===== src/hw/rtl/assert_macros.svh =====
// Assertion helpers for segment_ack_window_tracker
`ifndef ASSERT_MACROS_SVH
`define ASSERT_MACROS_SVH

// Same-cycle implication, disabled while reset is held
`define SAWT_ASSERT_IMP(lbl, clk, rstn, ante, cons, msg) \
    lbl: assert property (@(posedge clk) disable iff (!(rstn)) (ante) |-> (cons)) \
        else $error(msg);

// Next-cycle implication, disabled while reset is held
`define SAWT_ASSERT_NXT(lbl, clk, rstn, ante, cons, msg) \
    lbl: assert property (@(posedge clk) disable iff (!(rstn)) (ante) |=> (cons)) \
        else $error(msg);

`endif


===== src/hw/rtl/sawt_pkg.sv =====
package sawt_pkg;

    localparam int unsigned WindowBitsDef   = 2048;
    localparam int unsigned SegmentBytesDef = 4096;
    localparam int unsigned QueueDepthDef   = 16;

    typedef enum logic [1:0] {
        OP_PUSH = 2'd0,
        OP_SEND = 2'd1,
        OP_ACK  = 2'd2,
        OP_NONE = 2'd3
    } op_t;

    typedef enum logic [1:0] {
        KIND_PUSH = 2'd0,
        KIND_SEG  = 2'd1,
        KIND_ACK  = 2'd2,
        KIND_DONE = 2'd3
    } kind_t;

    typedef enum logic [2:0] {
        ST_OK      = 3'd0,
        ST_STALE   = 3'd1,
        ST_FUTURE  = 3'd2,
        ST_OUTSIDE = 3'd3,
        ST_FULL    = 3'd4,
        ST_NOTHING = 3'd5
    } status_t;

    // One queued work request
    typedef struct packed {
        logic [31:0] id;
        logic [31:0] msg;
        logic [31:0] first_seq;
        logic [31:0] seg_count;
        logic [31:0] bytes_left;
    } entry_t;

    // One result item
    typedef struct packed {
        kind_t       kind;
        status_t     status;
        logic [31:0] work_id;
        logic [31:0] msg;
        logic [31:0] seq;
        logic [31:0] amount;
    } result_t;

endpackage


===== src/hw/rtl/sawt_div.sv =====
module sawt_div #(
    parameter int unsigned SEGMENT_BYTES = sawt_pkg::SegmentBytesDef
) (
    input  logic        aclk,
    input  logic        aresetn,
    input  logic        start,
    input  logic [31:0] dividend,
    output logic        busy,
    output logic [31:0] quotient
);

    // Reciprocal of the segment size scaled by 2^32, rounded down
    localparam logic [63:0] Recip64 = (64'd1 << 32) / 64'(SEGMENT_BYTES);
    localparam logic [31:0] Recip   = Recip64[31:0];
    localparam logic [31:0] Dvs     = 32'(SEGMENT_BYTES);

    typedef enum logic [3:0] {
        P_IDLE = 4'd1,
        P_MUL  = 4'd2,
        P_SUB  = 4'd4,
        P_FIX  = 4'd8
    } phase_t;

    phase_t          phase_reg, phase_next;
    logic [31:0]     n_reg, n_next;
    logic [31:0]     q_reg, q_next;
    logic [31:0]     r_reg, r_next;
    logic [63:0]     prod;
    logic [31:0]     qd;

    assign prod = 64'(n_reg) * 64'(Recip);
    assign qd   = q_reg * Dvs;

    // Estimate the quotient by the reciprocal, then settle the remainder
    always_comb begin
        phase_next = phase_reg;
        n_next     = n_reg;
        q_next     = q_reg;
        r_next     = r_reg;
        case (phase_reg)
            P_IDLE: begin
                if (start) begin
                    n_next     = dividend;
                    phase_next = P_MUL;
                end
            end
            P_MUL: begin
                q_next     = prod[63:32];
                phase_next = P_SUB;
            end
            P_SUB: begin
                r_next     = n_reg - qd;
                phase_next = P_FIX;
            end
            P_FIX: begin
                // the estimate may sit one below the true quotient
                if (r_reg >= Dvs) begin
                    q_next = q_reg + 32'd1;
                    r_next = r_reg - Dvs;
                end
                phase_next = P_IDLE;
            end
            default: begin
                phase_next = P_IDLE;
            end
        endcase
    end

    always_ff @(posedge aclk) begin
        if (!aresetn) begin
            phase_reg <= P_IDLE;
        end else begin
            phase_reg <= phase_next;
        end
        n_reg <= n_next;
        q_reg <= q_next;
        r_reg <= r_next;
    end

    // Round up when a remainder is left
    assign busy     = (phase_reg != P_IDLE);
    assign quotient = q_reg + 32'(r_reg != '0);

endmodule


===== config.mk =====
export PLATFORM = sky130hd
export DESIGN_NAME = sawt_div
export DESIGN_NICKNAME = d
export VERILOG_FILES = /design/src/hw/rtl/assert_macros.svh /design/src/hw/rtl/sawt_pkg.sv /design/src/hw/rtl/sawt_div.sv
export SDC_FILE = /design/constraint.sdc
export NUM_CORES = 1
export LEC_CHECK = 0
export BUFFER_PORTS_ARGS = -buffer_cell sky130_fd_sc_hd__buf_4
export CORE_MARGIN = 3
export CORE_UTILIZATION = 50
export DETAILED_ROUTE_END_ITERATION = 6
export HOLD_SLACK_MARGIN = 0.03
export PLACE_DENSITY = 0.82
export SYNTH_ARGS = -nofsm -noshare
export SYNTH_HDL_FRONTEND = slang
export SYNTH_SLANG_ARGS = --single-unit

===== constraint.sdc =====
create_clock -name aclk -period 3.1 [get_ports aclk]
set_input_delay 0.155 -clock aclk [delete_from_list [all_inputs] [get_ports aclk]]
set_output_delay 0.155 -clock aclk [all_outputs]
set_load 0.01 [all_outputs]

==> results.md <==
Power and ir drop:
- Registers are responsible for around half of the overall power.
- The worst-case IR drop observed on VDD is around 0.48 mV.
- In this run switching power makes up 26.0% of total power.
- The switching power summed over all nets is 814 uW.
- The clock network burns ~37% of the power.
- The internal power of the cells is roughly 2300 uW.
- For this design the ratio of total power to cell area is 390 mW/mm2.
- Summed over all cells, the static leakage comes to 0.00302 uW.
- Combinational logic is responsible for 12.4% of the overall power.

Yosys:
- The main combinational cell family by area after synthesis is simple AND/OR/NAND/NOR gates.
- The total number of yosys warnings is 0.
- The area share of the leading cell type in the synthesized netlist is a little under half.
- The mux cell area share after synthesis is less than 1%.
- Counting flops with an async set or reset pin after synthesis yields a share of 0%.
- The mean cell area of the mapped netlist is about 9.9 um2.
- For this run, the leading register cell type out of synthesis is sky130_fd_sc_hd__edfxtp_1.
- Synthesis instantiated 65 different standard cells from the library.
- After synthesis, the cell types taking the most area are sky130_fd_sc_hd__edfxtp_1 (45%), sky130_fd_sc_hd__xnor2_1 (7.7%), sky130_fd_sc_hd__ha_1 (4.9%).
- The proportion of synthesized chip area in sequential cells is ~46%.
- After Yosys synthesis, full adders, half adders and majority gates account for 5.22% of the synthesized area.
- Counting flops with a built-in enable in the synthesized netlist gives 96.
- Synthesis inferred 100 register bits.
- The xor/xnor cell area share of the yosys netlist is a little under an eighth.
- The largest total area in the synthesized netlist belongs to sky130_fd_sc_hd__edfxtp_1.
- The number of nets produced by synthesis is 704.
- The synthesized netlist occupies a cell area of 0.00637 mm2.
- After technology mapping, the gate count stands at around 640.
- The complex-gate fraction of the synthesized area is 10.8%.
- The share of synthesized cell area in and, or, nand and nor gates is a little under a quarter.

Cells and area:
- The area growth from synthesis to layout is 25.8%.
- The combined area of the multi-input logic cells is roughly 0.0033 mm2.
- In the layout the commonest cells are sky130_fd_sc_hd__edfxtp_1 (96), sky130_fd_sc_hd__buf_4 (95), sky130_fd_sc_hd__nand2_1 (67).
- The final-stage net count is 820.
- The number of antenna diodes in the final layout is 0.
- The final cell utilization of the core is 65.7%.
- The post-route netlist has a little over 20% of its cells at a drive strength greater than 1.
- The area of all sequential standard cells is between 0.002 and 0.003 mm2.
- Leaving out fill and tap cells, the most frequent cell in the layout is sky130_fd_sc_hd__edfxtp_1.
- The number of fill cells is approximately 940.

Floorplan:
- The core outline area is about 0.012 mm2.
- The floorplan step set the die width to 119 um.
- The placement row count is 40.
- The area of the die is 0.0141 mm2.
- The die is around 120 um tall.
- The starting utilization of the core area is 52.2%.
- 68 I/O pins were placed.

Worst hold path:
- The start point of the worst min-delay path is dividend[28].
- The cell count of the worst hold path is 2.
- For hold timing, the worst endpoint is n_reg[28]$_DFFE_PP_.
- The class of the worst hold path is input port to flop.

Drt:
- The residual antenna-violating net count after detailed routing is 0.
- The remaining routing DRC violations is 0.
- Wires add up to about 16000 um.
- The total number of vias is roughly 5400.
- The pre-antenna-repair detailed-routing pass consisted of 6 iterations.
- In this run, the number of DRC markers left after iteration 0 of detailed routing was ~540.
- Using the TritonRoute via totals, the vias-per-cell ratio works out to 5.74.
- Dividing the detail-routed wire length by the instance count gives ~17 um.

Worst setup path:
- The register-to-register path setup slack is ~0.28 ns.
- By startpoint and endpoint, the worst setup path is classified as flop to output port.
- Counting cells, the worst reg-to-reg path comes to 9.
- The critical path endpoint category is an output port.
- The type of element launching the critical path is a flop.
- Of all nets on the critical path, the largest fanout is 5.
- For the worst setup path, the data arrival time is roughly 3.1 ns.
- The worst register-to-register path ends at r_reg[14]$_DFFE_PP_.
- The required time at the endpoint of the critical path is slightly below 3 ns.
- The launch point of the worst reg-to-reg path is r_reg[16]$_DFFE_PP_.

Global route:
- The number of antenna violations at the first check in global routing came to 0.
- The first-pass GRT wire length is roughly 25000 um.
- The combined global-route utilization of all metal layers is 22.1%.
- The leftover overflow at the end of global routing is 0.
- The number of global-route vias before repair is about 5300.
- Entering global routing, the biggest net connects slightly below 60 pins.

CTS:
- The clock passes through at most 2 buffers.
- TritonCTS built the clock tree.
- The clock reaches the later pin of the worst-skew pair after around 0.36 ns.
- The count of clock tree sinks is 100.
- The CTS H-tree depth is 3.
- In this run the clock root is driven by a sky130_fd_sc_hd__clkbuf_16.
- The clock transition at the registers of the reported paths is 0.08 ns.
- The number of buffers inserted during clock tree synthesis is 9.

STA:
- Timing would allow up to approximately 310 MHz.
- The final critical-path required period is 3.28 ns.
- In the post-route analysis, the smallest setup slack over all paths is -0.177 ns.
- In this run the tightest slew margin relative to its limit is 41.2%.
- The number of setup violations in the final report is 21.
- Setup repair after global routing could not meet its margin everywhere.
- The post-route clock period utilization is 106%.
- The worst hold margin is about 0.5 ns.
- For the pin with the worst max-slew slack, the measured transition is around 0.88 ns.
- The count of pins over their slew limit came to 0.
- The final hold violation count is 0.
- The maximum clock skew at final layout is approximately 0.0077 ns.

Placement:
- The routability congestion estimate from global placement is just over 0.9.
- The count of buffers added on input and output ports is between 60 and 70.
- The HPWL after detailed placement is ~11000 um.

Status:
- The final reports fail on setup timing.
- The flow ran to the end, but the final reports show violations.

Job:
- The tool flagged a number of max-cap violations equal to 0.
## Yosys cell counts (all sizes together) (13+ instances only)
master / count
clkbuf: 15
nor2b: 15
a21oi: 39
inv: 28
xor2: 25
nor3: 21
edfxtp: 96
o21ai: 34
nor2: 58
nand2: 70
xnor2: 57
ha: 25
nand3: 27
nand4: 13
## final cells by class
cell class / count / share of cell area [%]
Multi-Input combinational cell: 490 / 41.7
Sequential cell: 100 / 36.9
Clock buffer: 9 / 2.81
Timing Repair Buffer: 130 / 13.4
Inverter: 28 / 1.31
Clock inverter: 7 / 1.20
Tap cell: 168 / 2.62
## power by group through the flow
stage                     sequential (uW)  combinational, uW  clock (uW)
after CTS                            1570                382        1190
after global routing                 1570                427        1250
after detailed placement             1600                344           0
after global placement               1600                332           0
after floorplan                      1590                234           0
final                                1570                388        1170
## routing by layer
metal	wire length, um	part of all wire, %	up-vias	track usage [%]
li1	-	-	2549	-
met1	6620	43	2565	28.9
met2	7670	49	207	36.7
met3	887	5.7	31	4.51
met4	331	2.1	0	7.82
met5	0	0	-	0
## kinds of logic (layout without fill, tap and decap cells)
family	after synthesis	in the layout
adder cells (fa/ha/maj)	26	26
buffers and inverters	53	174
XOR/XNOR	82	82
AO/OA/AOI/OAI	111	111
flip-flops	100	100
AND/OR/NAND/NOR	269	269
multiplexers	2	2
## per-stage QoR
stage                     instances  power (uW)  cell area [um2]  setup WS (ns)  TNS (ns)
after CTS                       927        3140             7910        -0.0213   -0.0456
final                           932        3130             8020         -0.177     -2.25
after detailed placement        869        1940             7130        0.00466         0
after floorplan                 643        1820             6370          0.228         0
after global placement          869        1930             7130          0.120         0
after global routing            932        3250             8020         -0.322     -6.30
## critical path, cell delays in order, from the launching register on
cell                       delay, ns
sky130_fd_sc_hd__edfxtp_1       0.41
sky130_fd_sc_hd__or4_4          0.58
sky130_fd_sc_hd__nor3_4         0.21
sky130_fd_sc_hd__nand2_1        0.08
sky130_fd_sc_hd__nor3_2         0.22
sky130_fd_sc_hd__nand4_1        0.18
sky130_fd_sc_hd__ha_2           0.24
sky130_fd_sc_hd__ha_4           0.17
sky130_fd_sc_hd__nand3_4        0.08
sky130_fd_sc_hd__nor3_4         0.07
sky130_fd_sc_hd__nand3_4        0.12
sky130_fd_sc_hd__nor2_1         0.07
sky130_fd_sc_hd__xor2_1         0.17
sky130_fd_sc_hd__buf_4          0.15
## timing repair
| action | 4_1_cts | 5_1_grt |
|---|---|---|
| gates resized for setup | 11 | 13 |
| hold endpoints to repair | 35 | 0 |
| endpoints found under the setup margin | 23 | 22 |
| pin swaps | 4 | 14 |
| cloned | 0 | 0 |
| setup buffers | 8 | 5 |
| hold buffers | 34 | 0 |
## how the worst max path moves through the flow
stage                                          from                  end  slack, ns  cells past startpoint
after CTS                       r_reg[16]$_DFFE_PP_         quotient[16]      -0.02                     13
after floorplan           phase_reg[2]$_SDFFE_PN0P_  r_reg[12]$_DFFE_PP_       0.23                      2
after global routing            r_reg[16]$_DFFE_PP_         quotient[12]      -0.32                     13
after detailed placement        r_reg[16]$_DFFE_PP_         quotient[16]      0.005                     13
final                           r_reg[16]$_DFFE_PP_         quotient[20]      -0.18                     13
after global placement          r_reg[16]$_DFFE_PP_         quotient[28]       0.12                     13
Note: power is estimated with default switching activity, not from simulation.
